[config.mk]
export PLATFORM = sky130hd
export DESIGN_NAME = lrrb_ctrl
export DESIGN_NICKNAME = d
export VERILOG_FILES = /design/src/rtl/log_record_ring_buffer_defines.svh /design/src/rtl/lrrb_pkg.sv /design/src/rtl/lrrb_ctrl.sv
export SDC_FILE = /design/constraint.sdc
export NUM_CORES = 1
export LEC_CHECK = 0
export BUFFER_PORTS_ARGS = -buffer_cell sky130_fd_sc_hd__clkbuf_2
export CAP_MARGIN = 15
export CORE_MARGIN = 2
export CORE_UTILIZATION = 46
export CTS_CLUSTER_DIAMETER = 80
export DETAILED_ROUTE_END_ITERATION = 7
export PLACE_DENSITY = 0.84
export SYNTH_ARGS = -nofsm -noshare
export SYNTH_HDL_FRONTEND = slang
export SYNTH_SLANG_ARGS = --single-unit
[constraint.sdc]
create_clock -name clk -period 2.2 [get_ports clk]
set_input_delay 0.66 -clock clk [delete_from_list [all_inputs] [get_ports clk]]
set_output_delay 0.66 -clock clk [all_outputs]
set_load 0.05 [all_outputs]
[src/rtl/log_record_ring_buffer_defines.svh]
// Assertion macros shared by the log record ring buffer RTL.
`ifndef LOG_RECORD_RING_BUFFER_DEFINES_SVH
`define LOG_RECORD_RING_BUFFER_DEFINES_SVH

// Check that a condition holds at every clock edge out of reset.
`define LRRB_ASSERT_ALWAYS(label, cond, msg) \
    label: assert property (@(posedge clk) disable iff (!rst_n) (cond)) else $error(msg);

// Check that a condition at one edge is followed by another at the next edge.
`define LRRB_ASSERT_NEXT(label, pre, post, msg) \
    label: assert property (@(posedge clk) disable iff (!rst_n) (pre) |=> (post)) \
        else $error(msg);

`endif

[src/rtl/lrrb_pkg.sv]
// Types and constants of the log record ring buffer.
`timescale 1ns / 1ps
`default_nettype none
package lrrb_pkg;

    localparam int META_BYTES   = 1;
    localparam int HDR_BYTES    = 4;
    localparam int LEAD_BYTES   = META_BYTES + HDR_BYTES;
    localparam int CFG_INDEX_W  = 1;
    localparam int CFG_DATA_W   = 11;
    localparam int COUNT_OUT_W  = 11;

    localparam logic [CFG_INDEX_W-1:0] CFG_NOTIFY_MODE      = 1'd0;
    localparam logic [CFG_INDEX_W-1:0] CFG_NOTIFY_THRESHOLD = 1'd1;

    typedef enum logic [2:0] {
        OP_START = 3'd0,
        OP_TEXT  = 3'd1,
        OP_DRAIN = 3'd2,
        OP_READ  = 3'd3,
        OP_CLEAR = 3'd4
    } op_t;

    typedef enum logic [1:0] {
        NOTIFY_NEVER  = 2'd0,
        NOTIFY_ALWAYS = 2'd1,
        NOTIFY_ABOVE  = 2'd2
    } notify_mode_t;

    typedef enum logic [3:0] {
        ST_IDLE,
        ST_DECODE,
        ST_DROP_CHK,
        ST_SCAN_RD,
        ST_SCAN_CHK,
        ST_SPAN,
        ST_PUSH_HDR,
        ST_PUSH_TERM,
        ST_READ_DATA,
        ST_FINISH
    } state_t;

    typedef enum logic [4:0] {
        CMD_NONE,
        CMD_LATCH,
        CMD_ILLEGAL,
        CMD_SCAN_HEAD,
        CMD_SCAN_READ,
        CMD_SCAN_NEXT,
        CMD_DROP,
        CMD_PUSH_HDR,
        CMD_PUSH_TEXT,
        CMD_PUSH_TERM,
        CMD_DRAIN_ALL,
        CMD_DRAIN_ADD,
        CMD_DRAIN_END,
        CMD_READ_ISSUE,
        CMD_READ_POP,
        CMD_CLEAR,
        CMD_EMIT
    } dp_cmd_t;

    typedef struct packed {
        dp_cmd_t op;
    } ctrl_cmd_t;

    typedef struct packed {
        op_t  op;
        logic busy;
        logic len_zero;
        logic text_bad;
        logic text_one;
        logic limit_zero;
        logic used_zero;
        logic limit_ge_used;
        logic need_drop;
        logic read_zero;
        logic hdr_last;
        logic scan_at_limit;
        logic rdata_zero;
        logic drain_fits;
        logic over_full;
        logic read_over;
        logic phase_clash;
    } dp_status_t;

endpackage
`default_nettype wire

[src/rtl/lrrb_ctrl.sv]
// Sequencer of the log record ring buffer.
`timescale 1ns / 1ps
`default_nettype none
module lrrb_ctrl (
    input  wire logic                clk,
    input  wire logic                rst_n,
    input  wire logic                in_valid,
    output logic                     in_ready,
    output logic                     out_valid,
    input  wire logic                out_ready,
    input  wire lrrb_pkg::dp_status_t stat,
    output lrrb_pkg::ctrl_cmd_t      cmd
);
    lrrb_pkg::state_t state_reg, state_next;
    logic drain_reg, drain_next;
    logic out_valid_reg, out_valid_next;
    logic out_free;

    assign out_free  = !out_valid_reg || out_ready;
    assign out_valid = out_valid_reg;

    always_ff @(posedge clk or negedge rst_n)
    begin
        if (!rst_n)
        begin
            state_reg     <= lrrb_pkg::ST_IDLE;
            drain_reg     <= 1'b0;
            out_valid_reg <= 1'b0;
        end
        else
        begin
            state_reg     <= state_next;
            drain_reg     <= drain_next;
            out_valid_reg <= out_valid_next;
        end
    end

    always_comb
    begin
        state_next = state_reg;
        drain_next = drain_reg;
        case (state_reg)
            lrrb_pkg::ST_IDLE:
            begin
                if (in_valid)
                begin
                    state_next = lrrb_pkg::ST_DECODE;
                end
            end
            lrrb_pkg::ST_DECODE:
            begin
                state_next = lrrb_pkg::ST_FINISH;
                case (stat.op)
                    lrrb_pkg::OP_START:
                    begin
                        if (!stat.busy && !stat.len_zero)
                        begin
                            state_next = lrrb_pkg::ST_DROP_CHK;
                            drain_next = 1'b0;
                        end
                    end
                    lrrb_pkg::OP_TEXT:
                    begin
                        if (!stat.text_bad && stat.text_one)
                        begin
                            state_next = lrrb_pkg::ST_PUSH_TERM;
                        end
                    end
                    lrrb_pkg::OP_DRAIN:
                    begin
                        if (!stat.busy && !stat.limit_zero && !stat.used_zero
                            && !stat.limit_ge_used)
                        begin
                            state_next = lrrb_pkg::ST_SCAN_RD;
                            drain_next = 1'b1;
                        end
                    end
                    lrrb_pkg::OP_READ:
                    begin
                        if (!stat.read_zero && !stat.used_zero)
                        begin
                            state_next = lrrb_pkg::ST_READ_DATA;
                        end
                    end
                    default:
                    begin
                        state_next = lrrb_pkg::ST_FINISH;
                    end
                endcase
            end
            lrrb_pkg::ST_DROP_CHK:
            begin
                state_next = stat.need_drop ? lrrb_pkg::ST_SCAN_RD : lrrb_pkg::ST_PUSH_HDR;
            end
            lrrb_pkg::ST_SCAN_RD:
            begin
                state_next = stat.scan_at_limit ? lrrb_pkg::ST_SPAN : lrrb_pkg::ST_SCAN_CHK;
            end
            lrrb_pkg::ST_SCAN_CHK:
            begin
                state_next = stat.rdata_zero ? lrrb_pkg::ST_SPAN : lrrb_pkg::ST_SCAN_RD;
            end
            lrrb_pkg::ST_SPAN:
            begin
                if (!drain_reg)
                begin
                    state_next = lrrb_pkg::ST_DROP_CHK;
                end
                else
                begin
                    state_next = stat.drain_fits ? lrrb_pkg::ST_SCAN_RD : lrrb_pkg::ST_FINISH;
                end
            end
            lrrb_pkg::ST_PUSH_HDR:
            begin
                if (stat.hdr_last)
                begin
                    state_next = lrrb_pkg::ST_FINISH;
                end
            end
            lrrb_pkg::ST_PUSH_TERM:
            begin
                state_next = lrrb_pkg::ST_FINISH;
            end
            lrrb_pkg::ST_READ_DATA:
            begin
                state_next = lrrb_pkg::ST_FINISH;
            end
            lrrb_pkg::ST_FINISH:
            begin
                if (out_free)
                begin
                    state_next = lrrb_pkg::ST_IDLE;
                end
            end
            default:
            begin
                state_next = lrrb_pkg::ST_IDLE;
            end
        endcase
    end

    always_comb
    begin
        cmd.op         = lrrb_pkg::CMD_NONE;
        in_ready       = 1'b0;
        out_valid_next = out_valid_reg && !out_ready;
        case (state_reg)
            lrrb_pkg::ST_IDLE:
            begin
                in_ready = 1'b1;
                if (in_valid)
                begin
                    cmd.op = lrrb_pkg::CMD_LATCH;
                end
            end
            lrrb_pkg::ST_DECODE:
            begin
                case (stat.op)
                    lrrb_pkg::OP_START:
                    begin
                        if (stat.busy)
                        begin
                            cmd.op = lrrb_pkg::CMD_ILLEGAL;
                        end
                    end
                    lrrb_pkg::OP_TEXT:
                    begin
                        cmd.op = stat.text_bad ? lrrb_pkg::CMD_ILLEGAL : lrrb_pkg::CMD_PUSH_TEXT;
                    end
                    lrrb_pkg::OP_DRAIN:
                    begin
                        if (stat.busy)
                        begin
                            cmd.op = lrrb_pkg::CMD_ILLEGAL;
                        end
                        else if (!stat.limit_zero && !stat.used_zero)
                        begin
                            cmd.op = stat.limit_ge_used ? lrrb_pkg::CMD_DRAIN_ALL
                                                        : lrrb_pkg::CMD_SCAN_HEAD;
                        end
                    end
                    lrrb_pkg::OP_READ:
                    begin
                        cmd.op = (stat.read_zero || stat.used_zero) ? lrrb_pkg::CMD_ILLEGAL
                                                                    : lrrb_pkg::CMD_READ_ISSUE;
                    end
                    lrrb_pkg::OP_CLEAR:
                    begin
                        cmd.op = lrrb_pkg::CMD_CLEAR;
                    end
                    default:
                    begin
                        cmd.op = lrrb_pkg::CMD_ILLEGAL;
                    end
                endcase
            end
            lrrb_pkg::ST_DROP_CHK:
            begin
                if (stat.need_drop)
                begin
                    cmd.op = lrrb_pkg::CMD_SCAN_HEAD;
                end
            end
            lrrb_pkg::ST_SCAN_RD:
            begin
                if (!stat.scan_at_limit)
                begin
                    cmd.op = lrrb_pkg::CMD_SCAN_READ;
                end
            end
            lrrb_pkg::ST_SCAN_CHK:
            begin
                if (!stat.rdata_zero)
                begin
                    cmd.op = lrrb_pkg::CMD_SCAN_NEXT;
                end
            end
            lrrb_pkg::ST_SPAN:
            begin
                if (!drain_reg)
                begin
                    cmd.op = lrrb_pkg::CMD_DROP;
                end
                else
                begin
                    cmd.op = stat.drain_fits ? lrrb_pkg::CMD_DRAIN_ADD : lrrb_pkg::CMD_DRAIN_END;
                end
            end
            lrrb_pkg::ST_PUSH_HDR:
            begin
                cmd.op = lrrb_pkg::CMD_PUSH_HDR;
            end
            lrrb_pkg::ST_PUSH_TERM:
            begin
                cmd.op = lrrb_pkg::CMD_PUSH_TERM;
            end
            lrrb_pkg::ST_READ_DATA:
            begin
                cmd.op = lrrb_pkg::CMD_READ_POP;
            end
            lrrb_pkg::ST_FINISH:
            begin
                if (out_free)
                begin
                    cmd.op         = lrrb_pkg::CMD_EMIT;
                    out_valid_next = 1'b1;
                end
            end
            default:
            begin
                cmd.op = lrrb_pkg::CMD_NONE;
            end
        endcase
    end
endmodule
`default_nettype wire

==> results.md, run 1 <==
- Worst Path Class, Setup: input pin to primary output
- WL/cell: around 17 um
- All-Layer GR Usage: around a quarter
- HP Class: input pin to asynchronous set/reset pin
- Synth unique cells: 37
- Most common flop cell mapped by yosys: dfrtp_1
- Syn nets: between 100 and 150
- Clock buffer depth: 2
- First-pass GRT wire length: 3720 um
- Routed Antenna Nets: 0
- Leak Pwr: ~0.00055 uW
- Routing usage on met1: a little under a third
- Most used cell, CP: buf_8
- Area of the multi-input gates: 632 um^2
- Req. time, crit path: between 1500 and 2000 ps
- Yosys warnings: 0
- Gate Count Post-Synth: roughly 100
- Clock sink total: 6
- Area delta synth->final: 76.3%
- Largest register FFs: 4
- Vias in the first global route: approximately 890
- RSZ-0062 raised after global routing: yes
- Starting density of the core: just under 50%
- Final setup viols: 4
- Hold Slack: between 200 and 250 ps
- Startpoint Class: input pin
- Drt initial violations: just under 70
- Switch Pwr: 830 uW
- N_diodes: 0
- Syn Std Cell Area: roughly 700 um^2
- Share of layout cells above drive strength 1: 52.3%
- Total wire length: roughly 2700 um
- Worst-Skew Late Latency: roughly 240 ps
- Seq pwr share: a little over an eighth
- Fin. Hold Viols: 0
- Switching share of power: ~52%
- Vias: approximately 1000
- Fin nets: approximately 170
- Placement row count: 14
- Status: finished with violations
- Maximum clock rate: ~400 MHz
- Largest net degree at the start of global routing: 16
- Comb pwr share: 80.5%
- Worst-path clk slew: 50 ps
- Layout Skew: approximately 3.2 ps
- Io pins: 30
- Failing checks: setup timing
- Pwr dens: 1270 mW/mm^2
- H-tree depth: 1
- TritonCTS buffer count: 3
- Area of the die: roughly 0.0019 mm^2
- # DRC: 0
- Initial antenna violation count: 0
- #FFs+latches synth: 6
- VDD IR max: ~0.86 mV
- FILL cells: 85
- Critical path endpoint category: primary output
- Max_cap viols: 0
- Period minus WS final: about 2500 ps
- Placed Area: 0.00104 mm^2
- Hpwl dp: ~1600 um
- Core area: between 0.001 and 0.0015 mm^2
- Clk pwr share: under 10%
- Max-Slew Margin vs Limit: between 70% and 80%
- Design Area, Final: 0.00125 mm^2
- Post-synth ARST share: 100%
- CP bufs+invs: 2
- Global route overflow: 0
- Root Buffer: clkbuf_4
- Critical-path cell list: buf_8 > or3b_4 > nor2_4 > a21oi_2 > a21oi_1 > a221o_2 > buf_8
- Non-filler instance count after layout: approximately 170
- GR Layer Usage met3: ~2.6%
- Final WS setup: -304 ps
- Slew Limit Fails: 0
- Post-synthesis sequential area ratio: around a fifth
- Drt pass-1 iters: 4
- Mean Syn Cell Area: between 7 and 8 um^2
- Post-synth EDFFs: 0
- Util after Layout: about 85%
- Busiest grt layer: met2
- Arr. time, crit path: about 1800 ps
- Dpl ws: -414 ps
- Gpl congestion: 0.877
- Worst-path fanout max: 5
- Cell Int Power: approximately 760 uW
- CP delay by family, top: simple AND/OR/NAND/NOR gates
- Grt met2 use: between 40% and 50%
- Slowest CP cell: or3b_4
- Avg Vias per Cell: 6.18
- Period utilisation layout: 114%
- Worst-margin pin slew: between 300 and 400 ps
- IO buf count: 26
- Register area: approximately 150 um^2
- Floorplan die width: between 40 and 50 um
- Crit-path max cell delay: roughly 430 ps
- CTS tree: built
- Cts hold-fix bufs: 0
- Placed Cells: 160
- Die span in y: ~43 um
==> final cells by class <==
type	instances	area share (%)
multi-input cells	87	50.6
clock buffers	3	1.80
inverters	2	0.601
repair buffers	51	33.2
flip-flops and latches	6	12.2
well taps	16	1.60
==> stage by stage <==
stage                     setup TNS [ps]  power, uW
after CTS                           -812       1460
after global placement             -1170       1220
after floorplan                     -400        952
after global routing               -1010       1680
after detailed placement           -1300       1240
final                               -802       1590
==> path summary, 6_finish.rpt <==
kind	start	endpoint	slack (ps)	cells after the start
min	rst_n	drain_reg	240	1
max in group asynchronous	rst_n	state_reg[2]	1790	1
max	stat[18]	cmd[3]	-300	7
min reg2reg	drain_reg	drain_reg	620	1
max reg2reg	state_reg[0]	state_reg[3]	480	6
min in group clk	drain_reg	drain_reg	620	1
==> cell usage after synthesis (3+ instances only) <==
cell      count  area share [%]
a21oi_1       9             6.4
dfrtp_1       6              21
nand2_1       5             2.7
nand2b_1      6             5.3
nand3_1       3             2.1
nor2_1       13             6.9
nor2b_1       8             7.1
nor3_1        5             3.5
o21ai_0       9             6.4
==> repair_timing <==
item,4_1_cts,5_1_grt
setup endpoints to repair,5,5
endpoints found under the hold margin,0,0
resized for setup,19,28
setup buffers,0,2
pin swaps,5,8
==> worst reg2reg max path, cell delays in order, from the launching register on <==
cell and delay (ps):
dfrtp_1 370, buf_4 190, nor2b_1 180, nor3b_1 390, nand3b_1 180, o21ai_0 110
a21o_2 200
==> power groups by stage <==
stage	clock [uW]	combinational, uW	sequential (uW)
3_3_place_gp	0	1020	196
4_1_cts	101	1160	200
5_1_grt	110	1350	216
3_5_place_dp	0	1040	199
6_report	100	1280	209
2_1_floorplan	0	745	207
==> cells in the final DEF, fill, tap and decap left out, drive strengths merged, types with 2 or more instances in the layout <==
master and n:
nand2 5, nor2b 8, dfrtp 6, buf 34
a2bb2oi 2, a21oi 9, inv 2, nand3 3
nand2b 6, or3 2, nor4b 2, o31ai 2
o21ai 9, a21o 2, nor3 6, clkbuf 20
nor2 13
==> logic make-up after synthesis <==
kind of cell	share of synthesized area, %
AOI/OAI and AO/OA	32.3
DFF	21.2
and+or+nand+nor	41.5
buffers and inverters	3.53
muxes	1.41
==> per-layer routing <==
layer  part of all wire [%]  vias up  routed length [um]
li1                       -      478                   -
met1                     37      450                1010
met2                     50       74                1380
met3                    7.8       18                 215
met4                    4.7        0                 130
met5                      0        -                   0
Power figures use the tool's default switching activity.
==> run 2, diff against run 1 <==
ABC_AREA = 1   (was default)
CORE_UTILIZATION = 47   (was 46)
PLACE_DENSITY = 0.85   (was 0.84)
==> run 2 against run 1 <==
The flow still finishes with violations (setup timing). Final cell count up 20%. Non-clock buffer count shrank 4. Sequential share of layout area decreased by 0.11 points. Sequential cell count stayed put.
==> results.md, run 2 <==
- Status: finished with violations
- Failing checks: setup timing
- Hpwl dp: 1750 um (+7.7%)
- R2r endpoint: state_reg[3]
- Mean Syn Cell Area: 5.81 um^2 (-19%)
- Switch Pwr: 907 uW (+9.2%)
- Req. time, crit path: 1540 ps (about the same)
- All-Layer GR Usage: 27.7% (+2.1 points)
- Cell Int Power: 700 uW (-7.5%)
- Total wire length: 2910 um (+6.4%)
- # DRC: 0 (unchanged)
- Maximum clock rate: 446 MHz (+12%)
- Gpl congestion: 0.903 (+3.0%)
- Yosys warnings: 0 (unchanged)
- IO buf count: 26 (unchanged)
- Startpoint Class: flop
- Pwr dens: 1260 mW/mm^2 (-0.43%)
- Worst-Skew Late Latency: 250 ps (about the same)
- Setup TNS Final: -131 ps (+671 ps)
- Area of the die: 0.00196 mm^2 (+4.7%)
- Clock sink total: 6 (unchanged)
- Vias: 1100 (+7.8%)
- Worst Path Class, Setup: flop to primary output
- CTS tree: built
- Critical-path cell list: inv_2 > nor2_4 > nand2_2 > inv_2 > buf_4 > a21oi_1 > nand2_2 > buf_8
- Top cell type's share of synthesized area: 19.7% (-1.5 points)
- Syn Std Cell Area: 761 um^2 (+7.4%)
- Root Buffer: clkbuf_4
- Worst reg-to-reg setup slack: 770 ps (+290 ps)
- Most frequent cells in the layout: nand2_1, buf_4, clkbuf_2
- VDD IR max: 0.735 mV (-15%)
- Slew Limit Fails: 0 (unchanged)
- Worst-path fanout max: 4 (-1)
- Largest register FFs: 4 (unchanged)
- Crit-path max cell delay: 450 ps (+20 ps)
- N_diodes: 0 (unchanged)
- Drt initial violations: 48 (-30%)
- Post-synth ARST share: 100% (unchanged)
- Global route overflow: 0 (unchanged)
- Dpl ws: -172 ps (+242 ps)
- Stages on worst setup path: 8 (+1)
- Starting density of the core: 50.5% (+2.4 points)
- Arr. time, crit path: 1580 ps (-260 ps)
- Largest net degree at the start of global routing: 7 (-9)
- Max_cap viols: 0 (unchanged)
- Area delta synth->final: 66.9%
- Fin. Hold Viols: 0 (unchanged)
- Placement row count: 14 (unchanged)
- Cell depth of the worst flop-to-flop path: 10 (+4)
- HP Class: input pin to asynchronous set/reset pin
- Gate Count Post-Synth: 131 (+32%)
- TritonCTS buffer count: 3 (unchanged)
- Critical path endpoint category: primary output
- Period utilisation layout: 102% (-12 points)
- Max-Slew Margin vs Limit: 81.0% (+7.7 points)
- Layout Skew: 3.41 ps (+0.172 ps)
- Synth top area cells: dfrtp_1, nand2_1, nand3_1
- Clock buffer depth: 2 (unchanged)
- #FFs+latches synth: 6 (unchanged)
- WL/cell: 14.7 um (-11%)
- Reg2reg start: state_reg[2]
- Share of layout cells above drive strength 1: 51.6% (-0.70 points)
- Commonest non-fill, non-tap cell in the layout: nand2_1
- Avg Vias per Cell: 5.56 (-10%)
- Die span in y: 44.2 um (+2.3%)
- Cell with the most instances after synthesis: nand2_1
- Routed Antenna Nets: 0 (unchanged)
- Post-synthesis sequential area ratio: 19.7% (-1.5 points)
- Switching share of power: 56.4% (+4.1 points)
- Comb pwr share: 78.3% (-2.2 points)
- Floorplan die width: 44.2 um (+2.3%)
- CP bufs+invs: 4 (+2)
- H-tree depth: 1 (unchanged)
- First-pass GRT wire length: 4070 um (+9.5%)
- Io pins: 30 (unchanged)
- Worst-path clk slew: 50 ps (about the same)
- Synth unique cells: 23 (-38%)
- Most common flop cell mapped by yosys: dfrtp_1
- Slowest CP cell: dfrtp_2
- Initial antenna violation count: 0 (unchanged)
- Period minus WS final: 2240 ps (-262 ps)
- Cell taking the most area after synthesis: dfrtp_1
- Post-synth EDFFs: 0 (unchanged)
- Core area: 0.00151 mm^2 (+2.4%)
- Final WS setup: -42.9 ps (+262 ps)
- CP delay by family, top: flip-flops
- Syn nets: 154 (+26%)
- Clk pwr share: 6.9% (+0.6 points)
- Seq pwr share: 14.7% (+1.5 points)
- Drt pass-1 iters: 5 (+1)
- Final setup viols: 4 (unchanged)
- Leak Pwr: 0.000694 uW (+25%)
- Synth cell count leaders: nand2_1, nor2_1, inv_1
- Worst-margin pin slew: 287 ps (-113 ps)
- Vias in the first global route: 1006 (+13%)
- Fin nets: 206 (+18%)
- RSZ-0062 raised after global routing: yes
run 2: cell types whose count changed after synthesis, sizes merged, moves of 3 or more:
cell    change
a21oi       -5
nor2b       -8
nand3b      +3
nand2b      -6
inv        +20
nor2       +11
nand2      +34
nand3      +12
nor3        -4
run 2: stage by stage:
| step | area (um^2) | instances | hold slack [ps] | total power [uW] | utilization (%) |
|---|---|---|---|---|---|
| after detailed placement | 1000 | 180 | 495 | 1140 | 66.4 |
| after CTS | 1190 | 192 | 234 | 1450 | 78.7 |
| after global placement | 1000 | 180 | 493 | 1120 | 66.4 |
| after floorplan | 797 | 131 | 364 | 946 | - |
| after global routing | 1270 | 198 | 240 | 1690 | 84.3 |
| final | 1270 | 198 | 229 | 1610 | 84.3 |
run 2: what timing repair did:
item,CTS,global route
pin swaps,9,12
gates cloned,0,0
resized for setup,29,18
hold buffers,0,0
buffers inserted,8,6
endpoints found under the setup margin,4,4
run 2: worst reg2reg max path, stage by stage (launching register included):
cell     delay, ps
dfrtp_1        390
buf_4          150
nor2_4          90
inv_2           80
nor2_8         140
buf_4          130
buf_4          120
nand3_1         70
nand2_1         60
nand2_1         40
nand2_1         70
run 2: logic make-up (layout without fill, tap and decap cells):
kind of cell | Yosys count | in the layout | synth area share (%)
AO/OA/AOI/OAI | 15 | 15 | 11.8
buffers and inverters | 22 | 73 | 11.2
flip-flops | 6 | 6 | 19.7
AND/OR/NAND/NOR | 88 | 88 | 57.2
run 2: final cells by class:
cell class	count	area, um^2
multi-input cells	103	618
repair buffers	47	367
fillers	99	236
flip-flops and latches	6	154
inverters	22	85.1
clock buffers	4	26.3
well taps	16	20.0
run 2: metal layers:
metal	up-vias	track usage, %	part of all wire, %
li1	525	-	-
met5	-	0	0
met1	499	30.9	35
met2	59	52.1	55
met4	0	12.7	3.9
met3	17	2.86	7.0
run 2: how the worst max path moves through the flow:
stage	startpoint	to	slack, ps
after floorplan	stat[17]	cmd[2]	-140
after global placement	stat[16]	cmd[1]	-120
after detailed placement	stat[16]	cmd[1]	-170
after CTS	stat[18]	cmd[3]	-20
after global routing	stat[18]	cmd[1]	-120
final	state_reg[0]	cmd[3]	-40
run 2: power groups by stage:
stage                     sequential [uW]  clock (uW)  combinational [uW]
after floorplan                       245           0                 701
after global placement                225           0                 894
after detailed placement              229           0                 909
after CTS                             222         112                1120
after global routing                  240         115                1330
final                                 237         111                1260
